[config.mk]
export PLATFORM = sky130hd
export DESIGN_NAME = bf4_ctrl
export DESIGN_NICKNAME = d
export VERILOG_FILES = /design/src/bf4_pkg.sv /design/src/bf4_ctrl.sv
export SDC_FILE = /design/constraint.sdc
export NUM_CORES = 1
export LEC_CHECK = 0
export BUFFER_PORTS_ARGS = -buffer_cell sky130_fd_sc_hd__clkbuf_2
export CAP_MARGIN = 10
export CELL_PAD_IN_SITES_DETAIL_PLACEMENT = 1
export CELL_PAD_IN_SITES_GLOBAL_PLACEMENT = 1
export CORE_AREA = 2 2 159 161
export DETAILED_ROUTE_END_ITERATION = 10
export DIE_AREA = 0 0 161 163
export GPL_TIMING_DRIVEN = 0
export PLACE_DENSITY_LB_ADDON = 0.1
export SYNTH_ARGS = -nofsm -noshare
export SYNTH_HDL_FRONTEND = slang
export SYNTH_SLANG_ARGS = --single-unit
[constraint.sdc]
create_clock -name clk -period 4.35 [get_ports clk]
set_input_delay 0.6525 -clock clk [delete_from_list [all_inputs] [get_ports clk]]
set_output_delay 0.6525 -clock clk [all_outputs]
set_load 0.05 [all_outputs]
[src/bf4_pkg.sv]
// ----------------------------------------------------------------------------
// bf4_pkg
// Shared types, constants and helpers for the 4-way boundary fill block.
// ----------------------------------------------------------------------------
`default_nettype none

package bf4_pkg;

  localparam int FRAME_WIDTH  = 256;
  localparam int FRAME_HEIGHT = 256;
  localparam int PIX_COUNT    = FRAME_WIDTH * FRAME_HEIGHT;

  localparam int ADDR_W  = $clog2(PIX_COUNT);
  localparam int SP_W    = $clog2(PIX_COUNT + 1);
  localparam int X_W     = $clog2(FRAME_WIDTH);
  localparam int Y_W     = $clog2(FRAME_HEIGHT);
  localparam int COORD_W = 8;
  localparam int COLOR_W = 24;
  localparam int COUNT_W = 17;
  localparam int KIND_W  = 2;

  localparam logic [COUNT_W-1:0] COUNT_MAX = {COUNT_W{1'b1}};
  localparam int                 CHAN_MAX  = 255;

  localparam logic [COLOR_W-1:0] FILL_RESET   = COLOR_W'(CHAN_MAX << 16);
  localparam logic [COLOR_W-1:0] BORDER_RESET = '0;

  localparam logic REG_FILL_COLOR   = 1'b0;
  localparam logic REG_BORDER_COLOR = 1'b1;

  localparam logic RES_READ = 1'b0;
  localparam logic RES_FILL = 1'b1;

  typedef enum logic [KIND_W-1:0] {
    KIND_WRITE = 2'd0,
    KIND_FILL  = 2'd1,
    KIND_READ  = 2'd2
  } kind_t;

  typedef enum logic [1:0] {
    DIR_XP = 2'd0,
    DIR_XM = 2'd1,
    DIR_YP = 2'd2,
    DIR_YM = 2'd3
  } dir_t;

  typedef struct packed {
    logic [Y_W-1:0] y;
    logic [X_W-1:0] x;
  } point_t;

  localparam int POINT_W = $bits(point_t);

  typedef struct packed {
    logic   ok;
    point_t pt;
  } nbr_t;

  typedef struct packed {
    logic               we;
    logic [ADDR_W-1:0]  waddr;
    logic [COLOR_W-1:0] wdata;
    logic [ADDR_W-1:0]  raddr;
  } frame_req_t;

  typedef struct packed {
    logic              we;
    logic [ADDR_W-1:0] waddr;
    point_t            wdata;
    logic [ADDR_W-1:0] raddr;
  } stack_req_t;

  function automatic logic [ADDR_W-1:0] frame_addr(point_t p);
    frame_addr = ADDR_W'(int'(p.y) * FRAME_WIDTH + int'(p.x));
  endfunction

  function automatic nbr_t nbr_point(point_t p, dir_t d);
    nbr_t         r;
    logic [X_W:0] xw;
    logic [Y_W:0] yw;
    logic         ok;
    xw = {1'b0, p.x};
    yw = {1'b0, p.y};
    ok = 1'b1;
    case (d)
      DIR_XP: xw = xw + 1'b1;
      DIR_XM: begin
        ok = (p.x != '0);
        xw = xw - 1'b1;
      end
      DIR_YP: yw = yw + 1'b1;
      default: begin
        ok = (p.y != '0);
        yw = yw - 1'b1;
      end
    endcase
    r.ok   = ok && (int'(xw) < FRAME_WIDTH) && (int'(yw) < FRAME_HEIGHT);
    r.pt.x = X_W'(xw);
    r.pt.y = Y_W'(yw);
    nbr_point = r;
  endfunction

endpackage

`default_nettype wire

[src/bf4_ctrl.sv]
// ----------------------------------------------------------------------------
// bf4_ctrl
// Item sequencer: pixel read/write, stack-driven fill walk, result register.
// ----------------------------------------------------------------------------
`default_nettype none

module bf4_ctrl (
  input  wire logic                            clk,
  input  wire logic                            rst,
  input  wire logic                            in_valid,
  output logic                                 in_ready,
  input  wire logic [bf4_pkg::KIND_W-1:0]      kind,
  input  wire logic [bf4_pkg::COORD_W-1:0]     coord_x,
  input  wire logic [bf4_pkg::COORD_W-1:0]     coord_y,
  input  wire logic [bf4_pkg::COLOR_W-1:0]     pixel_value,
  output logic                                 out_valid,
  input  wire logic                            out_ready,
  output logic                                 result_kind,
  output logic      [bf4_pkg::COLOR_W-1:0]     read_value,
  output logic      [bf4_pkg::COUNT_W-1:0]     painted_count,
  input  wire logic [bf4_pkg::COLOR_W-1:0]     fill_color,
  input  wire logic [bf4_pkg::COLOR_W-1:0]     border_color,
  output bf4_pkg::frame_req_t                  frame_req,
  input  wire logic [bf4_pkg::COLOR_W-1:0]     frame_rdata,
  output bf4_pkg::stack_req_t                  stack_req,
  input  wire logic [bf4_pkg::POINT_W-1:0]     stack_rdata
);

  typedef enum logic [6:0] {
    S_IDLE     = 7'b0000001,
    S_RD_WAIT  = 7'b0000010,
    S_SEED_CHK = 7'b0000100,
    S_POP      = 7'b0001000,
    S_POP_WAIT = 7'b0010000,
    S_NBR_RD   = 7'b0100000,
    S_NBR_CHK  = 7'b1000000
  } state_t;

  state_t                         state;
  logic [bf4_pkg::COUNT_W-1:0]    count;
  logic [bf4_pkg::SP_W-1:0]       sp;
  bf4_pkg::point_t                cur;
  bf4_pkg::point_t                cand;
  bf4_pkg::dir_t                  nbr;

  logic                           accept;
  logic                           in_inside;
  bf4_pkg::point_t                in_pt;
  logic                           paintable;
  logic                           can_push;
  logic                           chk;
  bf4_pkg::point_t                base;
  bf4_pkg::dir_t                  dir_sel;
  bf4_pkg::dir_t                  nbr_inc;
  bf4_pkg::nbr_t                  nb;
  logic [bf4_pkg::COUNT_W-1:0]    count_inc;

  assign in_ready  = (state == S_IDLE) && (!out_valid || out_ready);
  assign accept    = in_valid && in_ready;
  assign in_inside = (int'(coord_x) < bf4_pkg::FRAME_WIDTH) &&
                     (int'(coord_y) < bf4_pkg::FRAME_HEIGHT);
  assign in_pt.x   = bf4_pkg::X_W'(coord_x);
  assign in_pt.y   = bf4_pkg::Y_W'(coord_y);

  assign paintable = (frame_rdata != fill_color) && (frame_rdata != border_color);
  assign can_push  = sp < bf4_pkg::SP_W'(bf4_pkg::PIX_COUNT);
  assign chk       = (state == S_SEED_CHK) || (state == S_NBR_CHK);
  assign count_inc = (count != bf4_pkg::COUNT_MAX) ? count + 1'b1 : count;
  assign nbr_inc   = bf4_pkg::dir_t'(nbr + 2'd1);

  always_comb begin
    case (state)
      S_POP_WAIT: begin
        base    = bf4_pkg::point_t'(stack_rdata);
        dir_sel = bf4_pkg::DIR_XP;
      end
      S_NBR_CHK: begin
        base    = cur;
        dir_sel = nbr_inc;
      end
      default: begin
        base    = cur;
        dir_sel = nbr;
      end
    endcase
    nb = bf4_pkg::nbr_point(base, dir_sel);
  end

  always_comb begin
    frame_req.we    = chk && paintable;
    frame_req.waddr = bf4_pkg::frame_addr(cand);
    frame_req.wdata = fill_color;
    frame_req.raddr = bf4_pkg::frame_addr(nb.pt);
    if (state == S_IDLE) begin
      frame_req.we    = accept && (kind == bf4_pkg::KIND_WRITE) && in_inside;
      frame_req.waddr = bf4_pkg::frame_addr(in_pt);
      frame_req.wdata = pixel_value;
      frame_req.raddr = bf4_pkg::frame_addr(in_pt);
    end
  end

  always_comb begin
    stack_req.we    = chk && paintable && can_push;
    stack_req.waddr = sp[bf4_pkg::ADDR_W-1:0];
    stack_req.wdata = cand;
    stack_req.raddr = bf4_pkg::ADDR_W'(sp - 1'b1);
  end

  always_ff @(posedge clk) begin
    if (rst) begin
      state     <= S_IDLE;
      out_valid <= 1'b0;
      count     <= '0;
      sp        <= '0;
    end else begin
      if (out_valid && out_ready) begin
        out_valid <= 1'b0;
      end
      case (state)
        S_IDLE: begin
          if (accept) begin
            case (bf4_pkg::kind_t'(kind))
              bf4_pkg::KIND_FILL: begin
                count <= '0;
                sp    <= '0;
                cand  <= in_pt;
                if (in_inside) begin
                  state <= S_SEED_CHK;
                end else begin
                  out_valid     <= 1'b1;
                  result_kind   <= bf4_pkg::RES_FILL;
                  read_value    <= '0;
                  painted_count <= '0;
                end
              end
              bf4_pkg::KIND_READ: begin
                if (in_inside) begin
                  state <= S_RD_WAIT;
                end else begin
                  out_valid     <= 1'b1;
                  result_kind   <= bf4_pkg::RES_READ;
                  read_value    <= '0;
                  painted_count <= '0;
                end
              end
              default: ;
            endcase
          end
        end
        S_RD_WAIT: begin
          out_valid     <= 1'b1;
          result_kind   <= bf4_pkg::RES_READ;
          read_value    <= frame_rdata;
          painted_count <= '0;
          state         <= S_IDLE;
        end
        S_SEED_CHK: begin
          if (paintable) begin
            count <= count_inc;
            if (can_push) begin
              sp <= sp + 1'b1;
            end
          end
          state <= S_POP;
        end
        S_POP: begin
          if (sp == '0) begin
            out_valid     <= 1'b1;
            result_kind   <= bf4_pkg::RES_FILL;
            read_value    <= '0;
            painted_count <= count;
            state         <= S_IDLE;
          end else begin
            sp    <= sp - 1'b1;
            state <= S_POP_WAIT;
          end
        end
        S_POP_WAIT: begin
          cur  <= bf4_pkg::point_t'(stack_rdata);
          cand <= nb.pt;
          if (nb.ok) begin
            nbr   <= bf4_pkg::DIR_XP;
            state <= S_NBR_CHK;
          end else begin
            nbr   <= bf4_pkg::DIR_XM;
            state <= S_NBR_RD;
          end
        end
        S_NBR_RD: begin
          cand <= nb.pt;
          if (nb.ok) begin
            state <= S_NBR_CHK;
          end else if (nbr == bf4_pkg::DIR_YM) begin
            state <= S_POP;
          end else begin
            nbr <= nbr_inc;
          end
        end
        S_NBR_CHK: begin
          if (paintable) begin
            count <= count_inc;
            if (can_push) begin
              sp <= sp + 1'b1;
            end
          end
          if (nbr == bf4_pkg::DIR_YM) begin
            state <= S_POP;
          end else begin
            nbr  <= nbr_inc;
            cand <= nb.pt;
            if (!nb.ok) begin
              state <= S_NBR_RD;
            end
          end
        end
        default: state <= S_IDLE;
      endcase
    end
  end

endmodule

`default_nettype wire

==> out/results.ini <==
[floorplanning]
start_util_pct = 32.5
dieWidth_um = 161
fp.dieArea_um2 = 26200
num_rows = 58
die_y_um = 163
core-area_um2 = 24700
ios = 284

[worst_setup_path]
start_kind = flop
rrSetupSlack_ns = 0.19
cpLargestDelayFamily = compound AO/OA/AOI/OAI gates
path_buf_inv = 3
worstSetupPathType = reg2out
crit_slowest_cell = or4_4
endpoint_kind = primary output
path_cells = or4_4 -> nor3_4 -> buf_6 -> buf_12 -> mux2_4 -> ha_4 -> a21o_1 -> a31o_4 -> a21o_1 -> a211o_1 -> a31oi_4 -> a21oi_4 -> buf_8
cpPeakStageDelay_ns = 0.59
required_ns = 3.70
crit_top_cell = a21o_1
crit_fanout = 8
arrival_ns = 3.81

[clock_network]
cts_hold_buf = 0
clock-sinks = 118
worst_skew_pair.late_latency_ns = 0.43
cts_tree = built
cts_buffers = 17
h-tree-depth = 4
cts_buffer_depth = 2
clk_pin_slew_ns = 0.07
cts_root_buffer = clkbuf_16

[synthesis]
yosys_warnings = 0
synth_area_per_cell_um2 = 8.59
synth_nets = 1085
ys_seq_area_share_pct = 38.9
syn_area_um2 = 8030
synth-edff-count = 76
synth.ff_latch_count = 118
syn_inst = 934
synth_cell_type_count = 75
synth_ff_type = edfxtp_1
synthArstFlopShare_pct = 0

[timing]
hold_viol = 0
rsz0062_at_grt = true
finClkSkew_ns = 0.0144
fin_crit_sh_pct = 103
fmax_ghz = 0.224
slew_viol_final = 0
setup_viol = 6
layout_setup_ws_ns = -0.112
fin_crit_ns = 4.46
tightest_slew_ns = 0.906
relSlewSlack_pct = 39.2

[cells_and_area]
fillers = 3014
postLayoutCoreUtil_pct = 45.2
seq_area_um2 = 3130
nets = 1418
drive_gt1_share_pct = 35.4
area_delta_synth_final_pct = 39.1
multi_input_area_um2 = 4760
n_antenna_cell = 0

[run_status]
outcome = complete, but fails checks
violations = setup timing

[power_and_ir_drop]
p_per_area_nw_per_um2 = 487
ir_worst_vdd_v = 0.000283
p_leak_nw = 4.85
finalPower_mw = 5.44

[global_route]
track_usage_pct = 23.2
grt_antenna_before_repair = 0
grt_max_degree = 24
overflow = 0
grt_pass1_wl_mm = 47.2
grt_pass1_vias = 8125

[min_path]
min_path_type = reg2reg

[placement]
portBuffers = 282
gp_congestion = 0.833
place_hpwl_mm = 24.1

[run]
maxCapViolCount = 0

[routing]
routed_wirelength_mm = 31.3
num_vias = 8188
route.detailed.drc = 0
antenna_violating_nets_post_route = 0
routedWlPerCell_um = 19.4
dr.pass1.iters = 7
drt_iter0_markers = 417
vias_per_cell = 5.09

## sequential cells by signal (all words and copies together), names as in the netlist
| signal | count |
|---|---|
| painted_count | 17 |
| result_kind | 1 |
| count | 17 |
| read_value | 24 |
| stack_req | 16 |
| state | 7 |
| nbr | 2 |
| out_valid | 1 |
| sp | 17 |
| cur | 16 |
## cells in the mapped netlist, drive strengths merged (7+ instances only)
| library cell | number | share of area, % |
|---|---|---|
| nand2 | 182 | 8.5 |
| nor2 | 83 | 3.9 |
| edfxtp | 76 | 28 |
| xor2 | 57 | 6.2 |
| a21oi | 42 | 2.7 |
| and2 | 42 | 3.3 |
| dfxtp | 42 | 10 |
| clkbuf | 40 | 1.9 |
| buf | 29 | 2.2 |
| o21ai | 29 | 1.9 |
| nor3 | 28 | 2.1 |
| nand3 | 24 | 1.5 |
| xnor2 | 24 | 2.6 |
| mux2 | 23 | 3.3 |
| nor4 | 23 | 1.8 |
| inv | 22 | 1.0 |
| ha | 16 | 2.5 |
| mux2i | 16 | 2.0 |
| and3 | 8 | 0.62 |
| nand4 | 8 | 0.62 |
| o31ai | 8 | 0.75 |
| or4 | 8 | 0.75 |
| a211oi | 7 | 0.72 |
## stage by stage
stage	worst slack, ns	instance area (µm²)	hold slack (ns)	std cells	TNS [ns]
CTS	-0.185	11000	0.469	1600	-0.901
global placement	-1.27	9890	0.460	1546	-60.48
floorplan	-0.0174	8070	0.452	934	-0.0174
detailed placement	-0.739	9940	0.474	1548	-7.00
global route	-0.226	11200	0.478	1610	-1.14
finish	-0.112	11200	0.482	1610	-0.417
## final timing paths
check                    startpoint                endpoint  cells past startpoint
max           state[1]$_SDFFE_PP0P_           frame_req[13]                     13
min reg2reg  count[10]$_SDFFE_PP0P_  count[10]$_SDFFE_PP0P_                      2
min          count[10]$_SDFFE_PP0P_  count[10]$_SDFFE_PP0P_                      2
max reg2reg   state[1]$_SDFFE_PP0P_    nbr[1]$_SDFFCE_PP0P_                     15
## cell type report
cell class	instances	area share, %
clock inverter	15	1.59
timing repair buffer	317	16.3
multi-input combinational	723	42.7
sequential	118	28.0
buffer	66	3.12
clock buffer	17	3.81
inverter	24	0.807
tap	330	3.70
## layout by cell type, fill, tap and decap left out, drive strengths merged, types with 3 or more instances in the layout
cell / instances
o31ai: 8
clkbuf: 335
a31oi: 3
a21o: 6
and3: 8
nor2: 83
or2: 6
mux2: 23
dfxtp: 42
o211ai: 4
inv: 32
mux2i: 16
or4: 8
xnor2: 24
and2: 42
o21ai: 29
nand2b: 6
nand2: 182
a311oi: 6
a21oi: 42
a22oi: 4
a32o: 4
o22ai: 5
nand4: 8
edfxtp: 76
a211oi: 7
o2111ai: 4
nand3: 24
xor2: 57
a22o: 4
or3: 4
buf: 65
clkinv: 6
nor4: 23
ha: 16
nor3: 28
## per-layer routing
metal	vias up	global-route usage (%)	share of wire, %
met5	-	0	0
li1	3965	-	-
met2	206	39.8	50
met3	29	3.74	4.0
met1	3988	30.6	45
met4	0	6.09	1.5
## report_power, final
part	internal [mW]	switching [mW]	leakage, nW
Clock	0.780	0.667	0.293
Combinational	0.706	1.99	3.51
Sequential	1.25	0.0424	1.05
Total	2.73	2.70	4.85
## timing repair
action / 4_1_cts / 5_1_grt
pin swaps: 19 / 18
gates cloned: 0 / 0
buffers inserted: 21 / 13
resized for setup: 69 / 26
setup endpoints to repair: 22 / 41
## cells by family after synthesis
family / count (synthesis) / synth area share (%)
fa+ha+maj: 17 / 2.74
xor+xnor: 81 / 8.84
compound gates: 149 / 13.2
buf+inv: 93 / 5.18
mux: 39 / 5.27
flops: 118 / 38.9
simple gates: 437 / 25.8
## worst min-delay path, delay by kind of cell, from the launching register on
family,cells,cell delay [ns]
AO/OA/AOI/OAI,2,0.11
flip-flops,1,0.32
(Power assumes the default switching activity.)
